$ cat src/sv/sad_stereo_block_match_unit_defines.svh
// Assertion macros for the SAD stereo block matcher.
`ifndef SAD_STEREO_BLOCK_MATCH_UNIT_DEFINES_SVH
`define SAD_STEREO_BLOCK_MATCH_UNIT_DEFINES_SVH

// Check an implication within the same cycle.
`define SSBM_ASSERT_NOW(lbl, ante, cons, msg) \
    lbl: assert property (@(posedge aclk) disable iff (!aresetn) (ante) |-> (cons)) \
        else $error(msg);

// Check an implication in the following cycle.
`define SSBM_ASSERT_NEXT(lbl, ante, cons, msg) \
    lbl: assert property (@(posedge aclk) disable iff (!aresetn) (ante) |=> (cons)) \
        else $error(msg);

`endif

$ cat src/sv/ssbm_ram.sv
// Generic single-write, single-read RAM with registered read data.
module ssbm_ram #(
    parameter int WIDTH = 8,
    parameter int DEPTH = 16,
    localparam int AW   = $clog2(DEPTH)
) (
    input  logic             aclk,
    input  logic             we,
    input  logic [AW-1:0]    waddr,
    input  logic [WIDTH-1:0] wdata,
    input  logic [AW-1:0]    raddr,
    output logic [WIDTH-1:0] rdata
);

    logic [WIDTH-1:0] mem [DEPTH];
    logic [WIDTH-1:0] rdata_reg;

    always_ff @(posedge aclk) begin
        if (we) begin
            mem[waddr] <= wdata;
        end
        rdata_reg <= mem[raddr];
    end

    assign rdata = rdata_reg;

endmodule

$ cat config.mk
export PLATFORM = sky130hd
export DESIGN_NAME = ssbm_ram
export DESIGN_NICKNAME = d
export VERILOG_FILES = /design/src/sv/sad_stereo_block_match_unit_defines.svh /design/src/sv/ssbm_ram.sv
export SDC_FILE = /design/constraint.sdc
export NUM_CORES = 1
export LEC_CHECK = 0
export ABC_AREA = 1
export BUFFER_PORTS_ARGS = -buffer_cell sky130_fd_sc_hd__buf_4
export CAP_MARGIN = 15
export CORE_MARGIN = 3
export CORE_UTILIZATION = 30
export CTS_CLUSTER_SIZE = 28
export DETAILED_ROUTE_END_ITERATION = 10
export GPL_TIMING_DRIVEN = 0
export SYNTH_ARGS = -nofsm -noshare
export SYNTH_HDL_FRONTEND = slang
export SYNTH_SLANG_ARGS = --single-unit
$ cat constraint.sdc
create_clock -name aclk -period 1.25 [get_ports aclk]
set_input_delay 0.125 -clock aclk [delete_from_list [all_inputs] [get_ports aclk]]
set_output_delay 0.125 -clock aclk [all_outputs]
set_load 0.02 [all_outputs]
# Word-level counts from Yosys, hierarchy flattened
# Memory sizes are Yosys's and may differ from the RTL's. A register that Yosys moved wholly into a read port is not among the register bits.
# Cells that the tools add are included.
[totals]
register_bits = 0
ramBits = 128
output_inout_bits = 8
elab_cells = 3
memories = 1
[memory_table]
columns = ["name", "depth", "width", "read_ports", "rd_clocked_by_memory_dff", "write_ports", "line", "source"]
rows = [
  ["mem", 16, 8, 1, 1, 1, "ssbm_ram.sv:15", "logic [WIDTH-1:0] mem [DEPTH];"],
]
[classes]
muxes = 2
[ops]
columns = ["operator", "count"]
rows = [
  ["1-bit two-way mux", 2],
]

# Logic depth before layout (Yosys ltp)
# Gate-level depths: netlist of the first run.
[depth]
word_depth = 2
depth_mapped = 8
mapped_depth_nobuf = 7

# Least setup slack after synthesis of the first run
# No wires, ideal clock.
[synth_timing]
path_type = "input -> register"
start = "input port waddr[2]"
end = "memory mem[10][0], enable pin"
arrival_time_ns = 0.706
t_required_ns = 0.880
slack_ns = 0.174
path_stages = 2
path_buffers = 0
cell_sequence = "nand3b_1 > nor2_1"
[synth_lines]
columns = ["element", "line", "source"]
rows = [
  ["start: declaration", "ssbm_ram.sv:9", "input logic [AW-1:0] waddr,"],
  ["end: declaration", "ssbm_ram.sv:15", ""],
]
# No word-level cell before the write port.

# Worst setup path after layout of the first run
[layout_timing]
start = "input port waddr[2]"
end = "memory mem[9][5], enable pin"
# No word-level cell before the write port.

==> parameters.txt, run 1 <==
Parameter                              Value

Route
  Post-route antenna net violation count ... 0
  Count of routing violations after the opening detailed-route iteration ... 382
  Via count normalized by instance count ... 4.433
  Detailed-router iteration count before antenna repair ... 5
  Post-DR wirelength/cell ... 16.76 microns
  Vias ... 3719
  Number of design rule violations left after detail routing ... 0
  Total detailed-routing wirelength ... 14.06 mm

Synthesis
  Post-synthesis instance area ... approximately 5800 sq um
  Number of flip-flops and latches in the synthesized netlist ... between 100 and 150
  Syn Nets ... approximately 570
  Share of the yosys chip area belonging to registers ... 69.43%
  Synth Warn # ... 0
  Count of cell types in the netlist ... 12
  Post-Synthesis Cells ... 551
  Syn Area/Cell ... 10.47 sq um

STA
  Final Setup Violations ... 0
  RSZ-0062 raised after global routing ... no
  Share of the cycle needed by the critical path after routing ... between 90% and 100%
  Final hold slack ... 0.04961 ns
  Accumulated negative setup slack ... 0 ns
  Slew Viols, Final ... 0
  Remaining max-slew budget at the tightest pin ... a little over two fifths
  Minimum clock period ... 1.163 ns
  Worst slew pin tran ... 0.8486 ns
  Achievable clock frequency ... 860.0 MHz
  Final Skew ... 0.009153 ns
  Hold violation count in the final report ... 0

Placed design
  Hpwl dp ... 9.348 mm
  IO buf count ... 22
  Total cell area at the placement stage ... 6225 sq um
  Last weighted congestion value of the routability-driven placer ... 0.8154

Global route
  Vias in the first global route ... between 3000 and 4000
  Total grt overflow ... 0
  Wire length of the first global-routing pass ... 21.16 mm
  Largest net degree at the start of global routing ... 17
  Global router's overall resource usage ... between 10% and 20%
  Antenna violations before repair ... 0

Power and ir drop
  Leakage Power ... 2.921 nW
  Post-layout power ... 0.01060 W
  Worst IR drop on VDD ... 0.9686 mV
  Pwr Density ... 1559 nW/um^2

Hold path
  Start point of the worst min-delay path ... wdata[1]
  Hold/Removal Path Class ... input port to flop

Clocking
  Hold bufs inserted after CTS ... 0
  Skew-Pair Late Insertion Delay ... between 0.4 and 0.5 ns
  Clock slew at reported path FFs ... about 0.060 ns
  Setup Buffers After CTS ... 0
  H-Tree Depth ... 4
  Clock tree from TritonCTS ... built
  Cts repair resizes ... 0
  Sinks on the clock net ... 136
  Clock root cell ... clkbuf_16
  Number of CTS-inserted buffers ... 17
  Maximum clock insertion buffer count ... 2

Critical path
  Crit-path max cell delay ... a little under 0.7 ns
  WP buf/inv ... 1
  FF-to-FF Start ... mem[11][1]$_DFFE_PP_
  Cell type of the slowest stage on the worst timing path ... nor2_1
  Arrival time at the worst endpoint ... 1.21 ns
  Worst Setup End Kind ... flop
  CP Class ... input port to flop
  Crit-path cells ... buf_4, nand3b_1, nor2_1
  Launching instance or port of the critical path ... waddr[2]
  Maximum fanout along the worst path ... 8
  Crit-path leading delay family ... simple AND/OR/NAND/NOR gates
  Crit start category ... input port
  Data required time at the worst endpoint ... 1.29 ns

Final layout
  Antenna diode count ... 0
  Design Area, Final ... slightly below 7000 sq um
  Flip-flop count of the largest register after layout ... 128
  Fraction of layout cells with a size suffix above 1 ... 12.73%
  Fin nets ... 610
  Area growth from synthesis to final layout ... 17.88%

Die
  Core region area ... 18770 sq um
  Die Height ... 144.6 microns
  I/O pin count ... 26
  Die outline width ... between 100 and 150 microns
  Die Area ... 20920 sq um
  Placement Rows ... 50
  Starting density of the core ... approximately 31%

Run
  Max-cap violations ... 0

Run status
  Status ... complete, no violations
## metal layers
layer	vias up	part of all wire [%]	global-route usage [%]
met5	-	0	0
met4	0	2.5	5.744
met3	24	6.7	3.604
met2	111	44	21.04
met1	1732	47	19.73
li1	1852	-	-
## synthesized netlist by cell type
master,n,share of area (%)
nand3b_1,2,0.26
edfxtp_1,128,67
buf_6,6,1.2
dfxtp_1,8,2.8
buf_1,1,0.065
nand2_1,173,11
nand3_1,97,8.4
buf_2,13,1.1
buf_4,4,0.52
inv_1,100,6.5
inv_2,2,0.13
nor2_1,17,1.1
## cells by family after synthesis
kind of cell | share of synthesized area [%]
AND/OR/NAND/NOR | 21.05
flip-flops | 69.43
buffers and inverters | 9.525
## stage by stage
stage / utilization, % / worst slack (ns) / cells
final: 36.22 / 0.08718 / 839
after global routing: 36.22 / 0.04913 / 839
after CTS: 36.22 / 0.1182 / 839
after detailed placement: 33.17 / -0.3237 / 807
after global placement: 33.17 / -0.3221 / 807
after floorplan: - / 0.1742 / 551
## worst paths after layout
| kind | to | slack, ns | cells past startpoint |
|---|---|---|---|
| setup / recovery | mem[9][5]$_DFFE_PP_ | 0.09 | 3 |
| hold / removal | mem[1][1]$_DFFE_PP_ | 0.05 | 1 |
| setup reg to reg | rdata[1]$_DFF_P_ | 0.22 | 6 |
| hold reg to reg | rdata[1]$_DFF_P_ | 0.70 | 6 |
## power breakdown
part           internal [W]  switching, W  leakage [nW]
combinational      0.000226      0.000503          1.41
clock               0.00296       0.00179         0.292
sequential          0.00510     0.0000257          1.22
## area by class of cell
type	count	area [sq um]
Timing Repair Buffer	22	165.2
Multi-Input combinational cell	289	1214
Clock inverter	6	32.53
Buffer	24	166.4
Sequential cell	136	4004
Tap cell	234	292.8
Fill cell	1887	11970
Clock buffer	26	540.5
Inverter	102	382.9
## cell usage in the layout (no fill, tap or decap), types with 4 or more instances in the layout
cell type,count
edfxtp_1,128
nand2_1,173
buf_4,26
clkbuf_16,18
nor2_1,17
nand3_1,97
clkbuf_8,6
buf_6,6
inv_1,100
clkinv_2,4
dfxtp_1,8
buf_2,13
Power figures use the tool's default switching activity.
==> inputs of run 2 (changes only) <==
Settings changed: CORE_MARGIN 3 to 5.
==> run 2 against run 1 <==
  * The run now ends with negative setup slack left
  * Design area up 1.0%
  * Non-clock buffer count unchanged
  * Clock-buffer cell count down 9
  * Via count up 2.4%
  * Combinational power about the same
  * Clock skew down 0.0029 ns
  * Core utilization up 0.25 points
  * Highest routed layer unchanged
==> parameters.txt, run 2 (synthesis gave the netlist of run 1 again) <==
Parameter                              Value

Placed design
  IO buf count ... 22
  Total cell area at the placement stage ... 6257 sq um
  Number of cells in the design after placement ... 833
  Hpwl dp ... 9.252 mm
  Last weighted congestion value of the routability-driven placer ... ~0.85

Critical path
  Data required time at the worst endpoint ... 1.28 ns
  Crit-path cells ... buf_4, nand3b_1, nor2_1
  CP Class ... input port to flop
  WP buf/inv ... 1
  R2R Setup Slk ... 0.21 ns
  Maximum fanout along the worst path ... 8
  Worst Setup End Kind ... flop
  Cell type of the slowest stage on the worst timing path ... nor2_1
  Crit-path leading delay family ... simple AND/OR/NAND/NOR gates
  Crit-path max cell delay ... 0.82 ns
  Crit start category ... input port
  Arrival time at the worst endpoint ... between 1 and 1.5 ns

STA
  Minimum clock period ... 1.271 ns
  Achievable clock frequency ... 786.6 MHz
  Final Setup Violations ... 8
  Final Skew ... 0.006208 ns
  Worst slew pin tran ... 1.065 ns
  Remaining max-slew budget at the tightest pin ... 28.74%
  Share of the cycle needed by the critical path after routing ... 101.7%
  Accumulated negative setup slack ... -0.1369 ns
  Slew Viols, Final ... 0
  Smallest setup slack after layout ... -0.02130 ns
  Hold violation count in the final report ... 0
  RSZ-0062 raised after global routing ... yes

Final layout
  Fill cells ... 1874
  Fin nets ... slightly above 600
  Core utilization of the finished layout ... 36.47%
  Design Area, Final ... 6867 sq um
  Fraction of layout cells with a size suffix above 1 ... 12.40%
  Commonest cells after routing, fill and taps aside ... nand2_1 (173), edfxtp_1 (128), inv_1 (100), nand3_1 (97), buf_4 (26)
  Final cell count without fillers ... between 800 and 900
  Antenna diode count ... 0
  Area growth from synthesis to final layout ... 19.07%
  Leading cell type in the layout, fill and taps excluded ... nand2_1
  Flip-flop count of the largest register after layout ... 128
  Register area ... 4004 sq um
  Total area of multi-input combinational cells ... 1214 sq um

Clocking
  Sinks on the clock net ... 136
  Clock tree from TritonCTS ... built
  Clock root cell ... clkbuf_16
  Skew-Pair Late Insertion Delay ... 0.42 ns
  Clock slew at reported path FFs ... 0.06 ns
  Hold bufs inserted after CTS ... 0
  Maximum clock insertion buffer count ... 2
  Cts repair resizes ... 0
  Number of CTS-inserted buffers ... 17
  H-Tree Depth ... 4
  Setup Buffers After CTS ... 0

Run status
  Violations in the final reports ... negative setup slack
  Status ... finished with violations

Route
  Vias ... ~3800
  Post-route antenna net violation count ... 0
  Total detailed-routing wirelength ... around 14 mm
  Post-DR wirelength/cell ... 16.42 microns
  Via count normalized by instance count ... approximately 4.4
  Detailed-router iteration count before antenna repair ... 5
  Count of routing violations after the opening detailed-route iteration ... 354
  Number of design rule violations left after detail routing ... 0

Power and ir drop
  Pwr Density ... 1599 nW/um^2
  Leakage Power ... 2.926 nW
  Worst IR drop on VDD ... ~1.3 mV
  Post-layout power ... 0.01098 W

Global route
  Wire length of the first global-routing pass ... between 20 and 25 mm
  Largest net degree at the start of global routing ... 17
  Global router's overall resource usage ... a little over an eighth
  Vias in the first global route ... 3655
  Antenna violations before repair ... 0
  Total grt overflow ... 0

Die
  Die Area ... about 22000 sq um
  Die outline width ... 148.6 microns
  Core region area ... roughly 19000 sq um
  I/O pin count ... 26
  Placement Rows ... 50
  Die Height ... 148.6 microns
  Starting density of the core ... 30.62%

Hold path
  Hold/Removal Path Class ... input port to flop

Run
  Max-cap violations ... 0
[run 2: cell types whose count changed in the layout (fill, tap and decap cells not counted)]
cell        previous run  this run
clkinvlp_4             0         1
clkbuf_16             18        17
inv_4                  2         0
bufinv_16              0         4
clkinv_2               4         3
clkinv_4               0         3
clkinv_1               0         4
clkbuf_1               2         0
clkbuf_8               6         0
[run 2: per-layer routing]
metal / GRT usage [%] / routed length, microns
met4: 6.374 / 399
met3: 3.352 / 943
met1: 18.26 / 6513
met5: 0 / 0
met2: 20.19 / 6349
[run 2: path summary, 6_finish.rpt]
check / startpoint / endpoint / cells past startpoint
worst max register to register: mem[14][3]$_DFFE_PP_ / rdata[3]$_DFF_P_ / 6
worst min-delay path: wdata[2] / mem[5][2]$_DFFE_PP_ / 1
worst max-delay path: waddr[3] / mem[4][6]$_DFFE_PP_ / 3
worst min register to register: mem[11][6]$_DFFE_PP_ / rdata[6]$_DFF_P_ / 6
[run 2: where the power goes]
part / internal (W) / switching (W) / total (W)
combinational: 0.000226 / 0.000505 / 0.000730
clock: 0.00330 / 0.00182 / 0.00512
sequential: 0.00510 / 0.0000253 / 0.00512
[run 2: layout make-up]
cell class / instances / area share (%)
sequential: 136 / 58.31
tap: 260 / 4.738
buffer: 24 / 2.423
clock buffer: 17 / 6.195
inverter: 102 / 5.576
clock inverter: 15 / 2.679
multi-input combinational: 289 / 17.67
timing repair buffer: 22 / 2.405
[run 2: per-stage QoR]
stage / hold slack [ns] / setup slack [ns]
CTS: 0.03442 / 0.004130
global route: 0.04621 / -0.06194
floorplan: 0.2239 / 0.1742
detailed placement: 0.4756 / -0.4397
global placement: 0.4627 / -0.3844
finish: 0.03985 / -0.02130
[run 2: worst reg2reg max path: cells and delay by family, from the launching register on]
family | cells | cell delay [ns]
buf+inv | 1 | 0.06
flops | 1 | 0.36
simple gates | 5 | 0.49
==> inputs of run 3 (changes only) <==
Settings changed: CORE_UTILIZATION 30 to 45, GPL_ROUTABILITY_DRIVEN set to 0.
Clock period 1.25 ns to 1.2 ns, I/O delays scaled along.
==> run 3 against run 2 <==
  * The flow now finishes without violations
  * Total power down 3.0%
  * Core utilization up 17 points
  * Via count down 1.2%
  * Design area down 3.0%
  * Routed wire length down 6.9%
  * Global-route usage up 5.3 points
  * Setup slack better by 0.088 ns
  * Critical path depth up 1
  * Hold slack better by 0.0036 ns
  * Largest power group unchanged
  * Highest routed layer unchanged
==> parameters.txt, run 3 (synthesis gave the netlist of run 1 again) <==
Parameter                              Value

Final layout
  Fill cells ... 1116
  Antenna diode count ... 0
  Area growth from synthesis to final layout ... 15.51%
  Fin nets ... 610
  Fraction of layout cells with a size suffix above 1 ... 11.57%
  Flip-flop count of the largest register after layout ... 128
  Commonest cells after routing, fill and taps aside ... nand2_1 (173), edfxtp_1 (128), inv_1 (100), nand3_1 (97), buf_4 (26)
  Leading cell type in the layout, fill and taps excluded ... nand2_1
  Final cell count without fillers ... 777
  Core utilization of the finished layout ... 53.00%

Global route
  Wire length of the first global-routing pass ... 20.33 mm
  Total grt overflow ... 0
  Vias in the first global route ... roughly 3600
  Largest net degree at the start of global routing ... 17
  Antenna violations before repair ... 0
  Global router's overall resource usage ... 18.75%

Route
  Via count normalized by instance count ... 4.839
  Max layer used ... met4
  Detailed-router iteration count before antenna repair ... 5
  Post-DR wirelength/cell ... between 15 and 20 microns
  Count of routing violations after the opening detailed-route iteration ... 322
  Met2 routed WL ... 6.002 mm
  Wire length on met1 ... 6.002 mm
  Met3 routed WL ... 938 microns
  Post-route antenna net violation count ... 0
  Vias ... 3760
  Number of design rule violations left after detail routing ... 0
  Total detailed-routing wirelength ... 13.22 mm

Clocking
  H-Tree Depth ... 4
  Setup Buffers After CTS ... 0
  Clock tree from TritonCTS ... built
  Clock slew at reported path FFs ... 0.05 ns
  Cts repair resizes ... 0
  Hold bufs inserted after CTS ... 0
  Clock root cell ... clkbuf_16
  Number of CTS-inserted buffers ... 17
  Sinks on the clock net ... 136
  Maximum clock insertion buffer count ... 2
  Skew-Pair Late Insertion Delay ... just over 0.4 ns

STA
  Hold violation count in the final report ... 0
  Remaining max-slew budget at the tightest pin ... 41.09%
  Final hold slack ... 0.04341 ns
  Minimum clock period ... 1.133 ns
  Final Setup Violations ... 0
  RSZ-0062 raised after global routing ... no
  Slew Viols, Final ... 0
  Final Skew ... between 0.003 and 0.004 ns
  Worst slew pin tran ... ~0.9 ns
  Share of the cycle needed by the critical path after routing ... 94.46%
  Achievable clock frequency ... 882.2 MHz

Hold path
  Hold-critical path endpoint ... mem[3][5]$_DFFE_PP_
  Start point of the worst min-delay path ... wdata[5]
  Hold/Removal Path Class ... input port to flop
  Worst hold path cell count ... 1

Power and ir drop
  Clock network fraction of design power ... 42.9%
  Post-layout power ... ~0.011 W
  Sw Pwr ... between 0.002 and 0.0025 W
  Pwr Density ... 1599 nW/um^2
  Share of total power in combinational logic ... 7.0%
  Internal power consumption ... approximately 0.0084 W
  Part of the power in registers ... 50.1%
  Net switching share of the total power ... around a fifth
  Leakage Power ... 2.883 nW
  Worst IR drop on VDD ... 1.149 mV

Die
  Die outline width ... 123.2 microns
  Core region area ... between 10000 and 15000 sq um
  Die Area ... between 15000 and 20000 sq um
  Die Height ... 123.2 microns
  Placement Rows ... a little over 40
  Starting density of the core ... 45.88%
  I/O pin count ... 26

Placed design
  Number of cells in the design after placement ... 745
  IO buf count ... 22
  Hpwl dp ... 8.922 mm

Critical path
  Maximum fanout along the worst path ... 8
  Crit start category ... input port
  Crit-path cells ... buf_4, inv_1, nand2_1, nor2_1
  FF-to-FF Start ... mem[8][2]$_DFFE_PP_
  Capture point of the worst reg-to-reg path ... rdata[2]$_DFF_P_
  Data required time at the worst endpoint ... 1.23 ns
  Crit-path max cell delay ... 0.72 ns
  R2R Setup Slk ... 0.18 ns
  Worst Setup End Kind ... flop
  Arrival time at the worst endpoint ... 1.16 ns
  Cell type of the slowest stage on the worst timing path ... nor2_1
  CP Class ... input port to flop
  Worst r2r path cells ... 6

Run
  Max-cap violations ... 0

Run status
  Status ... complete, no violations
-- run 3: cell types whose count changed in the layout (fill, tap and decap cells not counted) --
cell and change:
clkbuf_1 +9, bufinv_16 -3, clkinv_1 -4, clkinv_2 +2, clkinvlp_4 -1, clkinv_4 -3
-- run 3: layout make-up --
cell class                      count  area (sq um)  area share, %
Timing Repair Buffer               22         165.2          2.479
Inverter                          102         382.9          5.748
Clock inverter                      6         55.05         0.8264
Clock buffer                       26         459.2          6.893
Sequential cell                   136          4004          60.11
Buffer                             24         166.4          2.498
Multi-Input combinational cell    289          1214          18.22
Tap cell                          172         215.2          3.231
-- run 3: stage by stage --
stage	TNS, ns	setup WS, ns	area (sq um)
floorplan	0	0.1292	5767
detailed placement	-36.78	-0.3777	6147
finish	0	0.06650	6661
global placement	-34.14	-0.3452	6147
global route	0	0.0009808	6661
CTS	0	0.05651	6661
-- run 3: critical path, delay by kind of cell --
kind / cells / cell delay (ns)
buffers and inverters: 2 / 0.18
AND/OR/NAND/NOR: 2 / 0.86
-- run 3: power by group through the flow --
stage          Combinational, W  Sequential (W)  Clock, W
3_5_place_dp           0.000739         0.00544         0
5_1_grt                0.000817         0.00535   0.00486
2_1_floorplan          0.000375         0.00547         0
3_3_place_gp           0.000730         0.00543         0
4_1_cts                0.000744         0.00534   0.00460
6_report               0.000745         0.00534   0.00457
-- run 3: metal layers --
metal	GRT usage, %	vias to the layer above
met5	0	-
met4	7.889	0
met3	3.568	16
met2	27.96	150
met1	27.02	1737
li1	-	1857
-- run 3: how the worst max path moves through the flow --
stage                  start                   end
global route        waddr[3]   mem[4][1]$_DFFE_PP_
global placement    waddr[3]   mem[5][1]$_DFFE_PP_
finish              waddr[1]  mem[13][4]$_DFFE_PP_
floorplan           waddr[2]  mem[10][0]$_DFFE_PP_
detailed placement  waddr[3]   mem[4][7]$_DFFE_PP_
CTS                 waddr[3]   mem[4][1]$_DFFE_PP_
