==> config.mk <==
export PLATFORM = sky130hd
export DESIGN_NAME = ssbm_sad_acc
export DESIGN_NICKNAME = d
export VERILOG_FILES = /design/src/sv/sad_stereo_block_match_unit_defines.svh /design/src/sv/ssbm_pkg.sv /design/src/sv/ssbm_sad_acc.sv
export SDC_FILE = /design/constraint.sdc
export NUM_CORES = 1
export LEC_CHECK = 0
export BUFFER_PORTS_ARGS = -buffer_cell sky130_fd_sc_hd__buf_2
export CELL_PAD_IN_SITES_DETAIL_PLACEMENT = 1
export CELL_PAD_IN_SITES_GLOBAL_PLACEMENT = 1
export CORE_MARGIN = 2
export CORE_UTILIZATION = 50
export CTS_BUF_LIST = sky130_fd_sc_hd__clkbuf_8
export DETAILED_ROUTE_END_ITERATION = 12
export HOLD_SLACK_MARGIN = 0.1
export PLACE_DENSITY_LB_ADDON = 0.1
export SKIP_LAST_GASP = 1
export SLEW_MARGIN = 30
export SYNTH_ARGS = -nofsm -noshare
export SYNTH_HDL_FRONTEND = slang
export SYNTH_SLANG_ARGS = --single-unit
==> constraint.sdc <==
create_clock -name aclk -period 8.7 [get_ports aclk]
set_input_delay 0.87 -clock aclk [delete_from_list [all_inputs] [get_ports aclk]]
set_output_delay 0.87 -clock aclk [all_outputs]
set_load 0.01 [all_outputs]
==> src/sv/sad_stereo_block_match_unit_defines.svh <==
// Assertion macros for the SAD stereo block matcher.
`ifndef SAD_STEREO_BLOCK_MATCH_UNIT_DEFINES_SVH
`define SAD_STEREO_BLOCK_MATCH_UNIT_DEFINES_SVH

// Check an implication within the same cycle.
`define SSBM_ASSERT_NOW(lbl, ante, cons, msg) \
    lbl: assert property (@(posedge aclk) disable iff (!aresetn) (ante) |-> (cons)) \
        else $error(msg);

// Check an implication in the following cycle.
`define SSBM_ASSERT_NEXT(lbl, ante, cons, msg) \
    lbl: assert property (@(posedge aclk) disable iff (!aresetn) (ante) |=> (cons)) \
        else $error(msg);

`endif

==> src/sv/ssbm_pkg.sv <==
// Shared constants, types and helpers for the SAD stereo block matcher.
package ssbm_pkg;

    localparam int WINDOW     = 5;
    localparam int WIN        = (WINDOW - 1) / 2;
    localparam int MAX_WIDTH  = 1024;
    localparam int MAX_HEIGHT = 4096;
    localparam int PIX_W      = 8;
    localparam int COL_W      = 10;
    localparam int ROW_W      = 12;
    localparam int WIDTH_W    = 11;
    localparam int HEIGHT_W   = 13;
    localparam int DISP_W     = 8;
    localparam int COST_W     = 16;
    localparam int K_W        = 9;
    localparam int SLOT_W     = $clog2(WINDOW);
    localparam int DEPTH      = WINDOW * MAX_WIDTH;
    localparam int ADDR_W     = $clog2(DEPTH);
    localparam int CFG_IDX_W  = 2;
    localparam int CFG_DATA_W = 13;

    localparam logic [COST_W-1:0] COST_LIMIT = 16'd65532;

    typedef enum logic [CFG_IDX_W-1:0] {
        CFG_WIDTH    = 2'd0,
        CFG_HEIGHT   = 2'd1,
        CFG_DISP_MIN = 2'd2,
        CFG_DISP_MAX = 2'd3
    } cfg_idx_t;

    typedef enum logic [2:0] {
        ST_IDLE,
        ST_RIGHT,
        ST_LEFT,
        ST_DRAIN1,
        ST_DRAIN2,
        ST_EMIT
    } state_t;

    typedef struct packed {
        logic              valid;
        logic              is_left;
        logic [SLOT_W-1:0] a;
        logic [SLOT_W-1:0] b;
        logic [SLOT_W-1:0] kb;
        logic [K_W-1:0]    k;
    } rd_tag_t;

    function automatic logic [SLOT_W-1:0] slot_wrap(input logic [SLOT_W:0] v);
        logic [SLOT_W:0] t;
        t = (v >= (SLOT_W+1)'(WINDOW)) ? v - (SLOT_W+1)'(WINDOW) : v;
        return t[SLOT_W-1:0];
    endfunction

    function automatic logic [ADDR_W-1:0] store_addr(input logic [SLOT_W-1:0] slot,
                                                     input logic [COL_W-1:0] col);
        return ADDR_W'(slot) * ADDR_W'(MAX_WIDTH) + ADDR_W'(col);
    endfunction

endpackage

==> src/sv/ssbm_sad_acc.sv <==
// Patch cost accumulators and best-disparity tracking for the block matcher.
module ssbm_sad_acc import ssbm_pkg::*; (
    input  logic              aclk,
    input  logic              aresetn,
    input  logic              init,
    input  logic [DISP_W-1:0] disp_min,
    input  rd_tag_t           tag,
    input  logic [PIX_W-1:0]  right_pix,
    input  logic [PIX_W-1:0]  left_pix,
    output logic [DISP_W-1:0] best_disp
);

    logic [PIX_W-1:0]  rpatch_reg [WINDOW][WINDOW];
    logic [COST_W-1:0] acc_reg    [WINDOW];
    logic [COST_W-1:0] acc_sum    [WINDOW];
    logic [SLOT_W-1:0] fin_slot;
    logic              fin_hit;
    logic              fin_valid_reg;
    logic [COST_W-1:0] fin_cost_reg;
    logic [DISP_W-1:0] fin_disp_reg;
    logic [COST_W-1:0] best_cost_reg;
    logic [DISP_W-1:0] best_disp_reg;
    logic [K_W-1:0]    disp_wide;

    always_comb begin
        logic [SLOT_W-1:0] b;
        logic [PIX_W-1:0]  rv;
        logic [PIX_W-1:0]  ad;
        for (int s = 0; s < WINDOW; s++) begin
            b  = slot_wrap((SLOT_W+1)'(tag.kb) + (SLOT_W+1)'(WINDOW) - (SLOT_W+1)'(s));
            rv = rpatch_reg[tag.a][b];
            ad = (rv > left_pix) ? rv - left_pix : left_pix - rv;
            acc_sum[s] = acc_reg[s] + COST_W'(ad);
        end
    end

    assign fin_slot  = slot_wrap((SLOT_W+1)'(tag.kb) + (SLOT_W+1)'(1));
    assign fin_hit   = tag.valid && tag.is_left && (tag.a == SLOT_W'(WINDOW - 1));
    assign disp_wide = K_W'(disp_min) + tag.k - K_W'(WINDOW - 1);

    always_ff @(posedge aclk) begin
        if (tag.valid && !tag.is_left) begin
            rpatch_reg[tag.a][tag.b] <= right_pix;
        end
        if (init) begin
            for (int s = 0; s < WINDOW; s++) begin
                acc_reg[s] <= '0;
            end
        end else if (tag.valid && tag.is_left) begin
            for (int s = 0; s < WINDOW; s++) begin
                if (fin_hit && (fin_slot == SLOT_W'(s))) begin
                    acc_reg[s] <= '0;
                end else begin
                    acc_reg[s] <= acc_sum[s];
                end
            end
        end
        fin_cost_reg <= acc_sum[fin_slot];
        fin_disp_reg <= disp_wide[DISP_W-1:0];
    end

    always_ff @(posedge aclk) begin
        if (!aresetn) begin
            fin_valid_reg <= 1'b0;
            best_cost_reg <= COST_LIMIT;
            best_disp_reg <= '0;
        end else begin
            fin_valid_reg <= fin_hit && (tag.k >= K_W'(WINDOW - 1));
            if (init) begin
                best_cost_reg <= COST_LIMIT;
                best_disp_reg <= disp_min;
            end else if (fin_valid_reg && (fin_cost_reg < best_cost_reg)) begin
                best_cost_reg <= fin_cost_reg;
                best_disp_reg <= fin_disp_reg;
            end
        end
    end

    assign best_disp = best_disp_reg;

endmodule

# Word level (Yosys, flattened, before mapping)
# Memories as Yosys holds them, arrays and structs flattened.
# Index checks and enable logic that the tools add are counted.
# classes
n_eq_ne	5
mux	87
addsub	29
n_reduce_logical	15
magnitude_cmp	21
n_bitwise	18
# op_table
op	n
16-bit 2-to-1 mux	12
8-bit 2-to-1 mux	18
8-bit binary-select mux with 3-bit select	5
16-bit by 8-bit adder with 16-bit output	5
8-bit subtractor	10
16-bit binary-select mux with 3-bit select	1
1-bit 2-to-1 mux	43
8-bit greater-than comparator	5
40-bit 2-to-1 mux	1
4-bit greater-or-equal comparator, second input constant	7
3-bit inverter with 4-bit output	7
8-bit demux with 3-bit select	1
4-bit by 3-bit greater-or-equal comparator with 1-bit output, second input constant	6
3-bit 2-to-1 mux	6
3-bit subtractor, second input constant	6
16-bit less-than comparator	1
1-bit logical AND	11
1-bit bitwise OR	10
9-bit by 3-bit greater-or-equal comparator with 1-bit output, second input constant	1
8-bit adder	1
4-bit by 2-bit subtractor with 4-bit output, second input constant	2
8-bit by 3-bit subtractor with 8-bit output, second input constant	1
3-bit by 2-bit == test with 1-bit output, second input constant	2
3-bit == test, second input constant	2
other kinds (11)	11
# totals
input_bits	47
wordCells	182
output_inout_bits	8
mem_bits_rw	280
mem_count	2
register_bits	49
# memory_table
name	depth	word_bits	read_ports	rd_clocked_by_memory_dff	wr	line	text
rpatch_reg	5	40	1	0	1	ssbm_sad_acc.sv:13	logic [PIX_W-1:0] rpatch_reg [WINDOW][WINDOW];
acc_reg	5	16	5	0	5	ssbm_sad_acc.sv:14	logic [COST_W-1:0] acc_reg [WINDOW];

# Longest topological paths before layout
# Gate-level depths: netlist of the first run.
# depth
word_depth	14
mapped_depth	30
depth_no_buf	27

# Least setup slack after synthesis of the first run
# No wires, ideal clock.
# synth_timing
path_kind	input port to flip-flop
start	input port tag[9] (netlist bit)
end	register fin_cost_reg[10]
path_buffers	2
slack_ns	2.113
required_time_ns	8.575
cell_stages	28
setup_time_ns	0.125
t_arrival_ns	6.462
path_cell_list	buf_2 > inv_2 > ha_1 > xnor3_1 > a21oi_1 > or2_2 > o211ai_2 > buf_6 > mux2i_1 > and2_1 > a221oi_1 > ha_1 > fa_1 > nor2b_1 > o31ai_1 > a21oi_2 > mux2_2 > o21ai_1 > a21oi_1 > xnor2_1 > ha_1 > or3_1 > a21oi_1 > a21oi_1 > nand3_1 > xor2_1 > o22ai_1 > o41a_1
# synth_between
elab_chain_cells	14
word_cells_on_any_way	73
cone_classes	add/sub (27); order compare (11); mux (29); bitwise (6)
# synth_rtl
element	line	text
start: declaration	ssbm_sad_acc.sv:7	input rd_tag_t tag,
3-bit by 3-bit adder with 4-bit output	ssbm_sad_acc.sv:30	b = slot_wrap((SLOT_W+1)'(tag.kb) + (SLOT_W+1)'(WINDOW) - (SLOT_W+1)'(s));
4-bit by 3-bit subtractor with 4-bit output (tied with other cells)	ssbm_sad_acc.sv:30	
4-bit by 3-bit greater-or-equal comparator with 1-bit output or 3-bit subtractor (tied branches)	ssbm_pkg.sv:51	t = (v >= (SLOT_W+1)'(WINDOW)) ? v - (SLOT_W+1)'(WINDOW) : v;
3-bit 2-to-1 mux	ssbm_pkg.sv:51	
3-bit inverter with 4-bit output (implied by the code)	ssbm_sad_acc.sv:31	rv = rpatch_reg[tag.a][b];
8-bit binary-select mux with 3-bit select	ssbm_sad_acc.sv:31	
8-bit 2-to-1 mux (implied by the code) (2 in a row)	ssbm_sad_acc.sv:31	
8-bit subtractor or 8-bit greater-than comparator (tied branches)	ssbm_sad_acc.sv:32	ad = (rv > left_pix) ? rv - left_pix : left_pix - rv;
8-bit 2-to-1 mux	ssbm_sad_acc.sv:32	
16-bit by 8-bit adder with 16-bit output	ssbm_sad_acc.sv:33	acc_sum[s] = acc_reg[s] + COST_W'(ad);
16-bit binary-select mux with 3-bit select (*)	ssbm_sad_acc.sv:58	fin_cost_reg <= acc_sum[fin_slot];
16-bit 2-to-1 mux (implied by the code) (*) (2 in a row)	ssbm_sad_acc.sv:58	
end signal: assignment	ssbm_sad_acc.sv:58	
end: declaration	ssbm_sad_acc.sv:19	logic [COST_W-1:0] fin_cost_reg;
# Every way passes the cells marked *; elsewhere a longest branch is shown, timed or not. The select of a mux whose other input is x is not followed.
# A chain may end at the register's enable or synchronous reset.

# Final worst setup path of the first run
# layout_timing
start	input port tag[9] (netlist bit)
end	register fin_cost_reg[15]
# The elaborated chain is that of the path after synthesis.

==> impl_metrics.ini, run 1 <==
[global_route]
grt.overflow.total = 0
grt_max_degree = 65
antenna_found_initial = 0
grt_pass1_vias = 17120
grt_pass1_wl_um = 103300
grt_util_all_layers_pct = 30.48

[setup_path]
crit_type = primary input to register
cp.depth = 27
worst-path-buf-inv = 4
startpoint_type = primary input
worst_path_largest_cell_delay_ns = 0.58
cp_top_family = compound AO/OA/AOI/OAI gates
crit_fanout = 28
rr_worst_depth = 23
crit_arrival_ns = 8.13
crit_required_ns = 9.18
cp_common_cell = a21oi_1
worstSetupEndpointType = register
crit_slowest_cell = a221oi_1

[die]
pin_count = 55
die_area_um2 = 44840
die_y_um = 211.7
rows = 76
core-area_um2 = 42790
fp.dieW_um = 211.7
start_util_pct = 50.43

[pwr]
switchingPower_mw = 2.098
swShare_pct = 38.60
total_power_mw = 5.436
clkPwrFrac_pct = 23.7
power.density_nw_per_um2 = 231.5
comb_power_share_pct = 41.9
internal_power_mw = 3.338
seq_power_share_pct = 34.4
ir_drop_uv = 171.3
leakagePower_nw = 9.631

[logic_synthesis]
syn-cell-area_um2 = 21580
ys_warn_count = 0
synth_area_leaders = edfxtp_1, ha_1, mux2i_1
synth-edff-count = 280
ys_ff_latch = 329
synthCells = 1999
netlist.area_leader.share_pct = 38.96
syn_nets = 2213
async_reset_ff_share_pct = 0
avgSynthCellArea_um2 = 10.80
yosysSeqAreaShare_pct = 43.51
yosys.area.top_type = edfxtp_1
ys_types = 94
ys_dominant_reg_cell = edfxtp_1

[sta]
fmax_ghz = 0.1308
period_needed_ns = 7.647
fin_tns_setup_ns = 0
rsz0062_at_grt = no
tightest_slew_ns = 0.9647
period_share_pct = 87.89
finalClockSkew_ns = 0.03466
setup_slack_ns = 1.053
setup_viol_count_final = 0
hold_ws_ns = 0.4649
hold_viol = 0
slew_headroom_pct = 35.69
finalMaxSlewViolations = 0

[clock_tree]
numCtsBuffers = 56
ctsHoldBuffers = 0
cts_resized = 0
path_clk_slew_ns = 0.06
clock_sinks = 329
cts_tree = done
post_cts_buffers = 0
htree_levels = 2
insertion_delay_ns = 0.65
clockBufferDepth = 3
clock-root-buffer = clkbuf_8

[routing]
finalWirelength_um = 68100
post_drt_wl_per_cell_um = 25.54
ant_nets = 0
first_pass_iters = 5
drtIter0Drc = 1080
drc = 0
vias_per_cell = 6.273
via_count = 16720

[finish]
nets = 2293
design_area_um2 = 23480
drive_above_1_share_pct = 12.26
diodes = 0
syn_to_final_growth_pct = 8.802
final_cell_mix = edfxtp_1, nor2_1, ha_1
nFillCells = 4609
largest_reg_flops = 200
final_common_cell = edfxtp_1

[outcome]
status = finished clean

[placement]
dpl.hpwl_um = 51380
gp_congestion = 1.012
placed_area_um2 = 22460
place_ws_ns = 0.6002
io_buffers = 54

[min_path]
min_path_type = primary input to register
hold_depth = 2

[run]
max_cap_viol_count = 0
## routing by layer
layer / share of wire [%] / vias up / global-route usage [%]
li1: - / 7648 / -
met1: 43 / 8460 / 39.42
met2: 49 / 480 / 51.60
met3: 4.8 / 136 / 4.406
met4: 3.7 / 0 / 12.00
met5: 0 / - / 0
## cell usage after synthesis (11+ instances only)
master,count
o211ai_1,11
o22ai_1,34
o21ai_0,90
a21o_1,43
a22oi_1,40
nor3_1,12
buf_4,17
mux2_2,13
and2_1,15
edfxtp_1,280
a22o_1,12
buf_2,35
nor2b_1,43
buf_6,11
o211a_1,13
xor2_1,56
xnor2_1,60
nand2_1,109
o21a_1,33
a21oi_1,121
mux2i_1,117
and3_1,13
dfxtp_1,49
inv_1,99
a221oi_2,12
o21ai_1,15
nand4_1,14
clkbuf_1,22
a21boi_0,11
mux4_2,11
nand3_1,20
nor2_1,165
nand2b_1,24
fa_1,16
ha_1,151
o22a_1,11
a221oi_1,20
a211oi_1,21
## stage by stage
step,cells,utilization (%)
final,2666,54.87
after detailed placement,2567,52.48
after CTS,2666,54.87
after global placement,2567,52.42
after global routing,2666,54.87
after floorplan,1999,-
## layout make-up
class	instances	area (um^2)	share of cell area, %
clock buffer	64	880.8	3.752
clock inverter	35	142.6	0.6075
inverter	108	405.4	1.727
multi-input combinational	1477	11310	48.16
sequential	329	9389	39.99
tap	546	683.2	2.910
timing repair buffer	107	670.6	2.856
## cells by family (layout without fill, tap and decap cells)
logic type / after synthesis / in the layout / synth area share, %
multiplexers: 147 / 147 / 7.567
buffers and inverters: 193 / 314 / 4.238
XOR/XNOR: 120 / 120 / 5.091
adder cells (fa/ha/maj): 167 / 167 / 10.24
AO/OA/AOI/OAI: 583 / 583 / 18.98
AND/OR/NAND/NOR: 460 / 460 / 10.38
flip-flops: 329 / 329 / 43.51
## power by group through the flow
stage	logic, mW	clock network (mW)	registers [mW]
floorplan	1.57	0	1.88
global placement	2.16	0	1.90
detailed placement	2.23	0	1.90
CTS	2.25	1.31	1.87
global route	2.48	1.38	1.88
finish	2.28	1.29	1.87
## path summary, 6_finish.rpt
path | from | to | slack [ns]
worst max-delay path | tag[9] | fin_cost_reg[15] | 1.05
worst min-delay path | tag[0] | fin_disp_reg[0] | 0.46
worst max register to register | rpatch_reg[3][24] | fin_cost_reg[15] | 1.92
worst min register to register | best_cost_reg[3] | best_cost_reg[3] | 0.48
No activity file was read; power rests on OpenSTA's default activity.
==> run 2: changes to the inputs <==
--- a/config.mk
+++ b/config.mk
@@ -13,7 +13,7 @@
 export CTS_BUF_LIST = sky130_fd_sc_hd__clkbuf_8
 export DETAILED_ROUTE_END_ITERATION = 12
 export HOLD_SLACK_MARGIN = 0.1
-export PLACE_DENSITY_LB_ADDON = 0.1
+export PLACE_DENSITY = 0.75
 export SKIP_LAST_GASP = 1
 export SLEW_MARGIN = 30
 export SYNTH_ARGS = -nofsm -noshare
==> constraint.sdc (replaced) <==
create_clock -name aclk -period 7.8 [get_ports aclk]
set_input_delay 0.78 -clock aclk [delete_from_list [all_inputs] [get_ports aclk]]
set_output_delay 0.78 -clock aclk [all_outputs]
set_load 0.01 [all_outputs]
==> run 2 against run 1 <==
Hold slack worse by 0.092 ns. Critical path depth down 2. Worst setup slack worse by 0.48 ns. Critical path type unchanged.
==> impl_metrics.ini, run 2 (synthesis gave the netlist of run 1 again) <==
[outcome]
status = finished clean

[clock_tree]
post_cts_buffers = 0
numCtsBuffers = 56
ctsHoldBuffers = 0
path_clk_slew_ns = 0.06
htree_levels = 2
insertion_delay_ns = 0.68
clock-root-buffer = clkbuf_8
cts_resized = 0
clockBufferDepth = 3
clock_sinks = 329
cts_tree = done

[sta]
slew_headroom_pct = 33.30
setup_viol_count_final = 0
period_share_pct = 92.65
hold_ws_ns = 0.3725
finalMaxSlewViolations = 0
period_needed_ns = 7.227
hold_viol = 0
fmax_ghz = 0.1384
setup_slack_ns = 0.5730
tightest_slew_ns = 0.9971
rsz0062_at_grt = no
finalClockSkew_ns = 0.04997
fin_tns_setup_ns = 0

[global_route]
grt.overflow.total = 0
antenna_found_initial = 0
grt_max_degree = 65
grt_util_all_layers_pct = 30.70
grt_pass1_vias = 17400
grt_pass1_wl_um = 104100

[finish]
syn_to_final_growth_pct = 9.804
post-route-util_pct = 55.37
drive_above_1_share_pct = 13.19
final_common_cell = edfxtp_1
final_cell_mix = edfxtp_1, nor2_1, ha_1
diodes = 0
nets = 2320
largest_reg_flops = 200
stdcell_count = 2692

[die]
rows = 76
core-area_um2 = 42790
fp.dieW_um = 211.7
die_y_um = 211.7
die_area_um2 = 44840
pin_count = 55
start_util_pct = 50.43

[routing]
drc = 0
finalWirelength_um = 68570
vias_per_cell = 6.220
post_drt_wl_per_cell_um = 25.47
via_count = 16740
ant_nets = 0
first_pass_iters = 7
drtIter0Drc = 1377

[placement]
gp_congestion = 1.018
place_ws_ns = 0.1960
placed_cells = 2594
io_buffers = 54
dpl.hpwl_um = 51480

[setup_path]
crit_arrival_ns = 7.73
r2r-start = rpatch_reg[3][9]
startpoint_type = primary input
crit_required_ns = 8.31
crit_type = primary input to register
worstSetupEndpointType = register
crit_fanout = 26
critical_path.startpoint = tag[15]

[pwr]
power.density_nw_per_um2 = 259.5
leakagePower_nw = 9.744
ir_drop_uv = 244.3

[min_path]
hp-start = tag[0]
min_path_type = primary input to register

[run]
max_cap_viol_count = 0
-- run 2: cell types whose count changed in the layout (fill, tap and decap cells not counted), moves of 2 or more --
cell,change
o21ai_1,+2
clkinv_1,+7
clkinv_2,-2
inv_1,-6
buf_4,+27
o21ai_2,-2
-- run 2: final timing paths --
| path | to | slack [ns] | depth (start not counted) |
|---|---|---|---|
| setup / recovery | fin_cost_reg[6] | 0.57 | 25 |
| hold / removal | fin_disp_reg[0] | 0.37 | 2 |
| setup reg to reg | fin_cost_reg[6] | 1.12 | 23 |
| hold reg to reg | best_cost_reg[12] | 0.48 | 2 |
-- run 2: final cells by class --
class                           instances  area [um^2]
Multi-Input combinational cell       1477        11300
Fill cell                            4648        19100
Sequential cell                       329         9389
Clock buffer                           63        867.1
Tap cell                              546        683.2
Inverter                              108        405.4
Timing Repair Buffer                  134        873.3
Clock inverter                         35        177.7
-- run 2: stage by stage --
| stage | cell area [um^2] | total power [mW] |
|---|---|---|
| after floorplan | 21580 | 3.848 |
| after global placement | 22630 | 4.563 |
| after detailed placement | 22650 | 4.649 |
| after CTS | 23690 | 6.156 |
| after global routing | 23700 | 6.477 |
| final | 23700 | 6.150 |
-- run 2: layer usage --
metal	GRT usage, %	wire [um]	up-vias
li1	-	-	7693
met1	39.58	29230	8425
met2	52.02	33370	470
met3	3.916	3194	156
met4	13.16	2778	0
met5	0	0	-
-- run 2: power by group --
group	leakage [nW]	switching [mW]	internal, mW
Clock	0.605	0.724	0.767
Combinational	6.08	1.57	1.01
Sequential	3.06	0.0588	2.02
Total	9.74	2.35	3.80
-- run 2: worst max-delay path: stages --
cell	delay, ns
buf_2	0.49
nand2b_1	0.29
nor2_1	0.06
a211oi_1	0.57
o22ai_1	0.39
a222oi_1	0.47
nand2_1	0.13
o22a_1	0.25
fa_1	0.44
nor2b_1	0.13
o21ai_0	0.13
a21boi_0	0.22
o21ai_0	0.16
a21oi_2	0.50
mux2i_1	0.28
xor2_1	0.20
ha_1	0.31
nor2b_1	0.17
o2111ai_1	0.28
nand3b_1	0.15
xnor2_1	0.26
o22ai_1	0.16
a211oi_1	0.60
buf_4	0.22
o22ai_1	0.07
